File: config.mk
export PLATFORM = sky130hd
export DESIGN_NAME = mbet_queue
export DESIGN_NICKNAME = d
export VERILOG_FILES = /design/src/mbet_pkg.sv /design/src/mbet_queue.sv
export SDC_FILE = /design/constraint.sdc
export NUM_CORES = 1
export LEC_CHECK = 0
export BUFFER_PORTS_ARGS = -buffer_cell sky130_fd_sc_hd__buf_4
export CAP_MARGIN = 5
export CORE_MARGIN = 5
export CORE_UTILIZATION = 61
export DETAILED_ROUTE_END_ITERATION = 12
export PLACE_DENSITY = 0.84
export SLEW_MARGIN = 20
export SYNTH_ARGS = -nofsm -noshare
export SYNTH_HDL_FRONTEND = slang
export SYNTH_SLANG_ARGS = --single-unit
File: constraint.sdc
create_clock -name i_clk -period 8.7 [get_ports i_clk]
set_input_delay 1.74 -clock i_clk [delete_from_list [all_inputs] [get_ports i_clk]]
set_output_delay 1.74 -clock i_clk [all_outputs]
set_load 0.005 [all_outputs]
File: src/mbet_pkg.sv
// Shared types, constants and helpers for the escape-time evaluator.
// Depends on nothing; every other file refers to it by scoped names.
package mbet_pkg;

    localparam int FRAC_BITS = 28;
    localparam int COORD_W   = 32;
    localparam int DIM_W     = 12;
    localparam int SIZE_W    = 13;
    localparam int ITER_W    = 16;
    localparam int PIX_W     = 24;
    localparam int CIDX_W    = 3;
    localparam int CDATA_W   = 32;
    localparam int PROD_W    = 2 * COORD_W;
    localparam int MAG_W     = COORD_W + DIM_W + 1;
    localparam int DIV_STEPS = MAG_W;
    localparam int DCNT_W    = $clog2(DIV_STEPS);
    localparam int ESC_BIT   = 2 * FRAC_BITS + 2;
    localparam int Q_DEPTH   = 4;
    localparam int Q_AW      = $clog2(Q_DEPTH);

    typedef enum logic [CIDX_W-1:0] {
        CFG_X_START = 3'd0,
        CFG_X_END   = 3'd1,
        CFG_Y_START = 3'd2,
        CFG_Y_END   = 3'd3,
        CFG_WIDTH   = 3'd4,
        CFG_HEIGHT  = 3'd5,
        CFG_LIMIT   = 3'd6
    } t_cfg_idx;

    typedef struct packed {
        logic signed [COORD_W-1:0] x_start;
        logic signed [COORD_W-1:0] x_end;
        logic signed [COORD_W-1:0] y_start;
        logic signed [COORD_W-1:0] y_end;
        logic [SIZE_W-1:0]         image_width;
        logic [SIZE_W-1:0]         image_height;
        logic [ITER_W-1:0]         iteration_limit;
    } t_cfg;

    typedef struct packed {
        logic signed [COORD_W-1:0] cx;
        logic signed [COORD_W-1:0] cy;
        logic [PIX_W-1:0]          pix;
    } t_job;

    typedef struct packed {
        logic push;
        logic pop;
    } t_qctl;

    function automatic logic signed [COORD_W-1:0] sat_coord(
        input logic signed [PROD_W-1:0] v);
        logic signed [PROD_W-1:0] hi;
        logic signed [PROD_W-1:0] lo;
        hi = PROD_W'({1'b0, {(COORD_W-1){1'b1}}});
        lo = -hi - PROD_W'(1);
        if (v > hi) return hi[COORD_W-1:0];
        if (v < lo) return lo[COORD_W-1:0];
        return v[COORD_W-1:0];
    endfunction

endpackage

File: src/mbet_queue.sv
// Short queue of mapped jobs between the front and back ends.
// Depends on mbet_pkg.
module mbet_queue (
    input  logic           i_clk,
    input  logic           i_rst_n,
    input  mbet_pkg::t_job i_job,
    output mbet_pkg::t_job o_job,
    input  mbet_pkg::t_qctl i_ctl,
    output logic           o_full,
    output logic           o_empty
);
    mbet_pkg::t_job          r_mem [mbet_pkg::Q_DEPTH];
    logic [mbet_pkg::Q_AW-1:0] r_wp, r_rp;
    logic [mbet_pkg::Q_AW:0]   r_cnt;
    logic                      wr, rd;

    assign o_full  = (r_cnt == (mbet_pkg::Q_AW+1)'(mbet_pkg::Q_DEPTH));
    assign o_empty = (r_cnt == '0);
    assign wr      = i_ctl.push && !o_full;
    assign rd      = i_ctl.pop && !o_empty;
    assign o_job   = r_mem[r_rp];

    always_ff @(posedge i_clk) begin
        if (wr) begin
            r_mem[r_wp] <= i_job;
        end
    end

    always_ff @(posedge i_clk) begin
        if (!i_rst_n) begin
            r_wp  <= '0;
            r_rp  <= '0;
            r_cnt <= '0;
        end else begin
            if (wr) r_wp <= r_wp + 1'b1;
            if (rd) r_rp <= r_rp + 1'b1;
            r_cnt <= r_cnt + (mbet_pkg::Q_AW+1)'(wr) - (mbet_pkg::Q_AW+1)'(rd);
        end
    end
endmodule

==> results.yml <==
worst_hold_path:
  holdPathStages: 2
  hp-class: "flip-flop to flip-flop"
floorplan:
  die_area_um2: 24610
  fp.dieW_um: 156.9
  placementRows: 53
  coreArea_um2: 21150
  io_pins: 182
  start_util: 0.6222
  dieHeight_um: 156.9
clock_network:
  ctsHoldBuffers: 0
  htreeDepth: 2
  root_buffer: "clkbuf_16"
  cts_tree: "yes"
  numCtsBuffers: 37
  clk_pin_slew_worst_paths_ns: 0.06
  post_cts_resized: 0
  clk-insertion-delay-late_ns: 0.51
  clk_path_buf_depth: 3
  postCtsSetupRepairBufs: 0
  clock_sinks: 361
routing:
  remaining_drc_errors: 0
  drtIter0Drc: 483
  viasPerCell: 5.901
  wl_per_cell_um: 24.78
  antenna_left: 0
  vias: 6001
  wirelength_um: 25200
  dr.pass1.iters: 4
critical_path:
  worstPathRequired_ns: 6.96
  worstPathArrival_ns: 2.84
  worstSetupPathType: "flip-flop to output port"
  rr_worst_depth: 4
  reg2reg_slack_ns: 5.96
  end_kind: "output port"
  start_kind: "flip-flop"
  crit_fanout: 51
logic_synthesis:
  async_flop_share: 0
  synth_ff_type: "edfxtp_1"
  syn_area_per_cell_um2: 25.76
  yosysTopAreaCellShare: 0.8031
  synth_top_family_by_area: "multiplexers"
  synth-xor-area-share: 0.001331
  synthTopCellsByArea: "edfxtp_1, mux4_2, dfxtp_1"
  yosysUniqueCellTypes: 22
  syn-num-nets: 610
  synthMuxAreaShare: 0.1521
  ys_ff_latch: 361
  synth_compound_area_frac: 0.001711
  yosys.area_share.simple: 0.008271
  netlist_area_um2: 13160
  seq_area_frac_synth: 0.8168
  synthAdderAreaFrac: 0.007225
  synth_cells: 511
  ys_warn_count: 0
  synth-edff-count: 352
  yosysTopAreaCell: "edfxtp_1"
global_route:
  grt_max_degree: 67
  grt_pass1_wl_um: 38320
  grt_pass1_vias: 6588
  grt_usage: 0.2092
  antenna_found_initial: 0
  grt_overflow_total: 0
run_status:
  outcome: "finished, final reports clean"
timing:
  setup_tns_ns: 0
  relSlewSlack: 0.3353
  rsz0062_at_grt: "false"
  skew_ns: 0.009471
  slew_violations: 0
  worst_slack_ns: 4.120
  worst_pin_slew_ns: 0.9970
  max_freq_mhz: 218.3
  setup_viol: 0
  layout_min_cycle_time_ns: 4.580
  fin_crit_sh: 0.5264
  final_hold_viol_count: 0
final_layout:
  final_core_util: 0.7543
  instances_no_fill: 1017
  drive_above_1_share: 0.4555
  layout.nets: 814
  layout_common_cells: "edfxtp_1, buf_4, mux4_2, clkbuf_16, clkinv_2"
  area_growth_syn_to_layout_pct: 21.24
  final_common_cell: "edfxtp_1"
  num_antenna_cells: 0
placement:
  pre_cts_ws_ns: 4.247
  dpl.cell_count: 951
  place_congestion: 0.7374
  dp.final_hpwl_um: 14740
  io_buffers: 181
power_and_ir_drop:
  power.density_nw_per_um2: 288.5
  ir_worst_vdd_mv: 0.1785
  leakage_nw: 5.394
flow_run:
  cap_violations: 0
cells in the mapped netlist, drive strengths merged (2+ instances only):
library cell and instances:
clkbuf 7, nand2 6, and2 7, o21ai 3
inv 6, mux2i 2, mux4 88, ha 6
edfxtp 352, buf 15, dfxtp 9, xnor2 2
nor2b 2
metal layers:
metal | global-route usage | routed length (µm) | vias to the layer above
li1 | - | - | 2582
met1 | 0.2787 | 9604 | 3154
met2 | 0.3493 | 13110 | 233
met5 | 0 | 0 | -
met3 | 0.05973 | 2019 | 32
met4 | 0.05165 | 467 | 0
critical path, stage by stage, from the launching register on:
cell     delay, ns
dfxtp_4       0.84
buf_6         0.65
mux4_2        0.63
buf_4         0.16
through the flow:
| step | power [mW] | area [µm²] | hold WS, ns |
|---|---|---|---|
| 3_5_place_dp | 3.159 | 14780 | 0.4957 |
| 4_1_cts | 4.664 | 15950 | 0.5119 |
| 5_1_grt | 4.813 | 15960 | 0.5402 |
| 6_report | 4.604 | 15960 | 0.5059 |
| 3_3_place_gp | 3.124 | 14780 | 0.4713 |
| 2_1_floorplan | 2.725 | 13160 | 0.4609 |
sequential cells by signal, indices dropped and copies added, names as in the netlist, named ones only:
name / flops
r_cnt: 3
r_mem: 352
r_rp: 2
r_wp: 2
final timing paths:
kind | startpoint | end
setup / recovery | flip-flop | o_job[87]
hold / removal | r_rp[1]$_SDFFE_PN0P_ | flip-flop
setup reg to reg | r_cnt[2]$_SDFF_PN0_ | r_mem[3][18]$_DFFE_PP_
hold reg to reg | r_rp[1]$_SDFFE_PN0P_ | flip-flop
where the power goes:
part | switching (mW) | internal, mW | leakage [nW] | total [mW]
Clock | 0.608 | 0.887 | 0.590 | 1.49
Sequential | 0.0926 | 2.11 | 3.30 | 2.21
Combinational | 0.390 | 0.513 | 1.50 | 0.903
final cells by class:
class	count	area [µm²]
fillers	1103	5197
well taps	275	344.1
clock inverters	21	160.2
repair buffers	187	1408
flip-flops and latches	361	10760
clock buffers	45	1008
multi-input cells	122	2256
inverters	6	22.52
kinds of logic after synthesis:
logic type | count (synthesis)
flip-flops | 361
multiplexers | 90
buffers and inverters | 28
AND/OR/NAND/NOR | 19
adder cells (fa/ha/maj) | 7
AO/OA/AOI/OAI | 4
XOR/XNOR | 2
Note: power is estimated with default switching activity, not from simulation.
