### config.mk
export PLATFORM = sky130hd
export DESIGN_NAME = mbet_front
export DESIGN_NICKNAME = d
export VERILOG_FILES = /design/src/mbet_pkg.sv /design/src/mbet_front.sv
export SDC_FILE = /design/constraint.sdc
export NUM_CORES = 2
export LEC_CHECK = 0
export ABC_AREA = 1
export BUFFER_PORTS_ARGS = -buffer_cell sky130_fd_sc_hd__buf_2
export CAP_MARGIN = 30
export CORE_UTILIZATION = 30
export DETAILED_ROUTE_END_ITERATION = 10
export PLACE_DENSITY_LB_ADDON = 0.08
export SYNTH_ARGS = -nofsm -noshare
export SYNTH_HDL_FRONTEND = slang
export SYNTH_SLANG_ARGS = --single-unit
### constraint.sdc
create_clock -name i_clk -period 7.6 [get_ports i_clk]
set_input_delay 0 -clock i_clk [delete_from_list [all_inputs] [get_ports i_clk]]
set_output_delay 0 -clock i_clk [all_outputs]
set_load 0.005 [all_outputs]
### src/mbet_pkg.sv
// Shared types, constants and helpers for the escape-time evaluator.
// Depends on nothing; every other file refers to it by scoped names.
package mbet_pkg;

    localparam int FRAC_BITS = 28;
    localparam int COORD_W   = 32;
    localparam int DIM_W     = 12;
    localparam int SIZE_W    = 13;
    localparam int ITER_W    = 16;
    localparam int PIX_W     = 24;
    localparam int CIDX_W    = 3;
    localparam int CDATA_W   = 32;
    localparam int PROD_W    = 2 * COORD_W;
    localparam int MAG_W     = COORD_W + DIM_W + 1;
    localparam int DIV_STEPS = MAG_W;
    localparam int DCNT_W    = $clog2(DIV_STEPS);
    localparam int ESC_BIT   = 2 * FRAC_BITS + 2;
    localparam int Q_DEPTH   = 4;
    localparam int Q_AW      = $clog2(Q_DEPTH);

    typedef enum logic [CIDX_W-1:0] {
        CFG_X_START = 3'd0,
        CFG_X_END   = 3'd1,
        CFG_Y_START = 3'd2,
        CFG_Y_END   = 3'd3,
        CFG_WIDTH   = 3'd4,
        CFG_HEIGHT  = 3'd5,
        CFG_LIMIT   = 3'd6
    } t_cfg_idx;

    typedef struct packed {
        logic signed [COORD_W-1:0] x_start;
        logic signed [COORD_W-1:0] x_end;
        logic signed [COORD_W-1:0] y_start;
        logic signed [COORD_W-1:0] y_end;
        logic [SIZE_W-1:0]         image_width;
        logic [SIZE_W-1:0]         image_height;
        logic [ITER_W-1:0]         iteration_limit;
    } t_cfg;

    typedef struct packed {
        logic signed [COORD_W-1:0] cx;
        logic signed [COORD_W-1:0] cy;
        logic [PIX_W-1:0]          pix;
    } t_job;

    typedef struct packed {
        logic push;
        logic pop;
    } t_qctl;

    function automatic logic signed [COORD_W-1:0] sat_coord(
        input logic signed [PROD_W-1:0] v);
        logic signed [PROD_W-1:0] hi;
        logic signed [PROD_W-1:0] lo;
        hi = PROD_W'({1'b0, {(COORD_W-1){1'b1}}});
        lo = -hi - PROD_W'(1);
        if (v > hi) return hi[COORD_W-1:0];
        if (v < lo) return lo[COORD_W-1:0];
        return v[COORD_W-1:0];
    endfunction

endpackage

### src/mbet_front.sv
// Front end: accepts a pixel request, maps it to c with a bit-serial divider
// and forms the pixel index. Depends on mbet_pkg.
module mbet_front (
    input  logic                          i_clk,
    input  logic                          i_rst_n,
    input  mbet_pkg::t_cfg                i_cfg,
    input  logic                          i_valid,
    output logic                          o_ready,
    input  logic [mbet_pkg::DIM_W-1:0]    i_column,
    input  logic [mbet_pkg::DIM_W-1:0]    i_row,
    input  logic                          i_full,
    output logic                          o_push,
    output mbet_pkg::t_job                o_job
);
    localparam int MW = mbet_pkg::MAG_W;
    localparam int SW = mbet_pkg::SIZE_W;
    localparam int PW = mbet_pkg::PROD_W;

    typedef enum logic [3:0] {
        F_IDLE = 4'b0001,
        F_MUL  = 4'b0010,
        F_DIV  = 4'b0100,
        F_PUSH = 4'b1000
    } t_fstate;

    t_fstate r_state, n_state;
    logic [mbet_pkg::DIM_W-1:0]  r_col, r_row;
    logic [MW-1:0]               r_nx, n_nx, r_ny, n_ny;
    logic [SW-1:0]               r_rx, n_rx, r_ry, n_ry;
    logic                        r_sx, r_sy;
    logic [mbet_pkg::PIX_W-1:0]  r_pix;
    logic [mbet_pkg::DCNT_W-1:0] r_cnt;

    logic signed [mbet_pkg::COORD_W:0] dx, dy;
    logic signed [MW:0]                px, py;
    logic [MW:0]                       ax, ay;
    logic [SW:0]                       tx, ty;
    logic signed [PW-1:0]              ox, oy;
    logic [2*mbet_pkg::DIM_W+1:0]      pix_full;

    always_comb begin
        dx = {i_cfg.x_end[31], i_cfg.x_end} - {i_cfg.x_start[31], i_cfg.x_start};
        dy = {i_cfg.y_end[31], i_cfg.y_end} - {i_cfg.y_start[31], i_cfg.y_start};
        px = (MW+1)'(dx * $signed({1'b0, r_col}));
        py = (MW+1)'(dy * $signed({1'b0, r_row}));
        ax = px[MW] ? (MW+1)'(-px) : px;
        ay = py[MW] ? (MW+1)'(-py) : py;
        pix_full = (2*mbet_pkg::DIM_W+2)'(r_col * i_cfg.image_height)
                 + (2*mbet_pkg::DIM_W+2)'(r_row);
    end

    always_comb begin
        tx = {r_rx, r_nx[MW-1]};
        ty = {r_ry, r_ny[MW-1]};
        n_rx = tx[SW-1:0];
        n_nx = {r_nx[MW-2:0], 1'b0};
        if (tx >= {1'b0, i_cfg.image_width}) begin
            n_rx = SW'(tx - {1'b0, i_cfg.image_width});
            n_nx[0] = 1'b1;
        end
        n_ry = ty[SW-1:0];
        n_ny = {r_ny[MW-2:0], 1'b0};
        if (ty >= {1'b0, i_cfg.image_height}) begin
            n_ry = SW'(ty - {1'b0, i_cfg.image_height});
            n_ny[0] = 1'b1;
        end
    end

    always_comb begin
        ox = PW'(0);
        oy = PW'(0);
        if (i_cfg.image_width != '0) begin
            ox = r_sx ? -PW'(r_nx) : PW'(r_nx);
        end
        if (i_cfg.image_height != '0) begin
            oy = r_sy ? -PW'(r_ny) : PW'(r_ny);
        end
        o_job.cx  = mbet_pkg::sat_coord(PW'(i_cfg.x_start) + ox);
        o_job.cy  = mbet_pkg::sat_coord(PW'(i_cfg.y_start) + oy);
        o_job.pix = r_pix;
    end

    assign o_ready = (r_state == F_IDLE);
    assign o_push  = (r_state == F_PUSH) && !i_full;

    always_comb begin
        n_state = r_state;
        unique case (r_state)
            F_IDLE: if (i_valid) n_state = F_MUL;
            F_MUL:  n_state = F_DIV;
            F_DIV:  if (r_cnt == mbet_pkg::DCNT_W'(mbet_pkg::DIV_STEPS-1)) n_state = F_PUSH;
            F_PUSH: if (!i_full) n_state = F_IDLE;
            default: n_state = F_IDLE;
        endcase
    end

    always_ff @(posedge i_clk) begin
        if (!i_rst_n) begin
            r_state <= F_IDLE;
        end else begin
            r_state <= n_state;
        end
    end

    always_ff @(posedge i_clk) begin
        unique case (r_state)
            F_IDLE: begin
                r_col <= i_column;
                r_row <= i_row;
            end
            F_MUL: begin
                r_nx  <= ax[MW-1:0];
                r_ny  <= ay[MW-1:0];
                r_sx  <= px[MW];
                r_sy  <= py[MW];
                r_rx  <= '0;
                r_ry  <= '0;
                r_cnt <= '0;
                r_pix <= pix_full[mbet_pkg::PIX_W-1:0];
            end
            F_DIV: begin
                r_nx  <= n_nx;
                r_ny  <= n_ny;
                r_rx  <= n_rx;
                r_ry  <= n_ry;
                r_cnt <= r_cnt + 1'b1;
            end
            F_PUSH: begin
            end
            default: begin
            end
        endcase
    end
endmodule

==> flow_summary.toml <==
[yosys]
synth_xor_area_share_pct = 3.64
synth_compound_area_share_pct = 9.15
synthAdderAreaFrac_pct = 36.5
ys_ff_latch = 176
synth_top_family_by_area = "adder cells"
syn-cell-area_mm2 = 0.0619
async_flop_share_pct = 0
synthDistinctLibCells = 65
synthCells = 9267
synth-simple-area-share_pct = 28.1
yosys_warnings = 0
synth_ff_type = "edfxtp_1"
synth_edf_count = 172
yosysSeqAreaShare_pct = 8.47
synth_mux_area_share_pct = 0
synth.avg_cell_area_um2 = 6.68
syn_nets = 10800

[sta]
finalCritPeriodShare_pct = 96.1
maxSlewViolCount = 0
period_minus_slack_ns = 7.30
fin_skew_ns = 0.0459
max_freq_mhz = 137
fin_ws_ns = 0.299
finalSetupViolations = 0
slew_headroom_pct = 35.4
finalHoldViolCount = 0
worst_pin_slew_ns = 0.969
rsz0062_at_grt = "true"
finalSetupTns_ns = 0

[drt]
drtIter0Drc = 3891
postRouteAntennaNets = 0
num_vias = 62300
drt-vias-per-instance = 4.74
drc_errors = 0
drt-total-wl_um = 245000
dr.pass1.iters = 6
wl_per_cell_um = 18.7

[global_routing]
grtUsageTotal_pct = 23.5
overflow = 0
grt_max_degree = 85
grt_pass1_wl_um = 377000
grt_pass1_vias = 64100
antenna_found_initial = 10

[worst_setup_path]
path_class = "input port to flop"
critical_path_arrival_ns = 7.60
endpoint_kind = "flop"
required_ns = 7.90
r2r_cells = 29
crit_fanout = 4
cp_common_cell = "nand2_1"
rr_endpoint = "r_nx[36]"
critPathMaxStageDelay_ns = 0.57
critical_path.reg2reg.startpoint = "r_col[9]"
slowest_stage = "fa_1"
start_kind = "input port"
reg2reg_slack_ns = 0.49

[cts]
clkTransAtPathRegs_ns = 0.09
cts.htree.levels = 4
cts_buffers = 17
cts-root-buf = "clkbuf_16"
clockBufferDepth = 2
clk_latency_ns = 0.58
cts_tree = "done"
cts_sinks = 176

[min_path]
holdPathStages = 5
hp-class = "input port to flop"
holdPathEnd = "r_rx[2]"
min_from = "i_cfg[31]"

[layout]
final_cell_mix = "2112 x nand2_1, 2061 x inv_1, 1016 x nor2_1"
nNetsFinal = 12000
design_area_mm2 = 0.0768
stdcell_count = 13100
syn_to_final_growth_pct = 24.1
fillers = 22500
drive_gt1_share_pct = 18.0
layout_commonest_cell = "nand2_1"

[place]
pre_cts_slack_ns = -0.723
dpl-instance-area_mm2 = 0.0738
place_congestion = 0.958
hpwl_um = 213000
place_inst = 13000
io_buffers = 271

[die]
dieArea_mm2 = 0.208
core_mm2 = 0.205
die_x_um = 456
ioPinCount = 288
initial_core_util_pct = 30.2
rows = 166
die_h_um = 456

[run_status]
status = "finished clean"

[flow_run]
max_cap_viol_count = 0
[worst max-delay path: cells and delay by family]
| kind | cells | cell delay [ns] |
|---|---|---|
| AO/OA/AOI/OAI | 3 | 0.44 |
| adder cells (fa/ha/maj) | 8 | 3.39 |
| buffers and inverters | 14 | 1.36 |
| AND/OR/NAND/NOR | 24 | 2.37 |
[cells by family (layout without fill, tap and decap cells)]
group,count (synthesis),after routing
compound gates,1036,1036
xor+xnor,253,253
fa+ha+maj,1314,1314
buf+inv,2295,3483
flops,176,176
other cells,0,2
simple gates,4193,4193
[flip-flops by register name (all words and copies together) (netlist names), 4 cells and up]
| signal | count |
|---|---|
| r_nx | 45 |
| r_ny | 45 |
| r_pix | 24 |
| r_rx | 13 |
| r_ry | 13 |
| r_col | 12 |
| r_row | 12 |
| r_cnt | 6 |
| r_state | 4 |
[Yosys cell counts, drive strengths merged (71+ instances only)]
library cell  instances  area share, %
ha                  492            9.9
nand4               105            1.1
fa                  822             27
a21oi               490            4.0
nand2              2230             14
clkbuf              146           0.89
edfxtp              172            8.3
xor2                182            2.6
inv                2099             13
xnor2                71            1.0
nor2               1145            7.1
o21ai               371            3.1
nor3                121            1.0
nand3               449            3.7
[per-layer routing]
layer	share of wire [%]	vias to the layer above	GRT usage, %
met3	3.0	217	1.31
met4	2.4	2	5.84
met1	44	30100	30.2
met2	50	1203	42.6
li1	-	30700	-
met5	0.0033	-	0
[worst max path at each step]
| stage | startpoint | end | slack [ns] |
|---|---|---|---|
| 2_1_floorplan | i_cfg[106] | r_nx[15] | 0.22 |
| 3_3_place_gp | i_cfg[106] | r_nx[44] | -0.75 |
| 3_5_place_dp | i_cfg[106] | r_nx[41] | -0.72 |
| 4_1_cts | i_cfg[74] | r_ny[38] | 0.0006 |
| 5_1_grt | i_cfg[106] | r_nx[44] | -0.20 |
| 6_report | i_cfg[138] | r_nx[42] | 0.30 |
[stage by stage]
stage	util, %	hold WS, ns
CTS	36.5	0.101
floorplan	-	0.0311
detailed placement	36.0	0.180
global route	37.5	0.155
finish	37.5	0.141
global placement	36.0	0.178
[layout make-up]
type                    count  area [um2]  share of cell area [%]
diodes                      2        5.00                 0.00651
well taps                2688        3360                    4.38
flip-flops and latches    176        5250                    6.83
multi-input cells        6796       49700                    64.7
clock inverters            14         161                   0.210
inverters                2105        7940                    10.3
repair buffers           1346       10000                    13.0
clock buffers              18         429                   0.559
[repair_timing]
action / 4_1_cts / 5_1_grt
gates resized for setup: 20 / 469
hold buffers: 30 / 0
hold endpoints to repair: 30 / 0
gates cloned: 0 / 2
setup buffers: 1 / 35
pin swaps: 2 / 105
setup endpoints to repair: 23 / 99
Power is not shown: default switching activity piles up to over one toggle a cycle in this logic, so the estimate is an artifact.
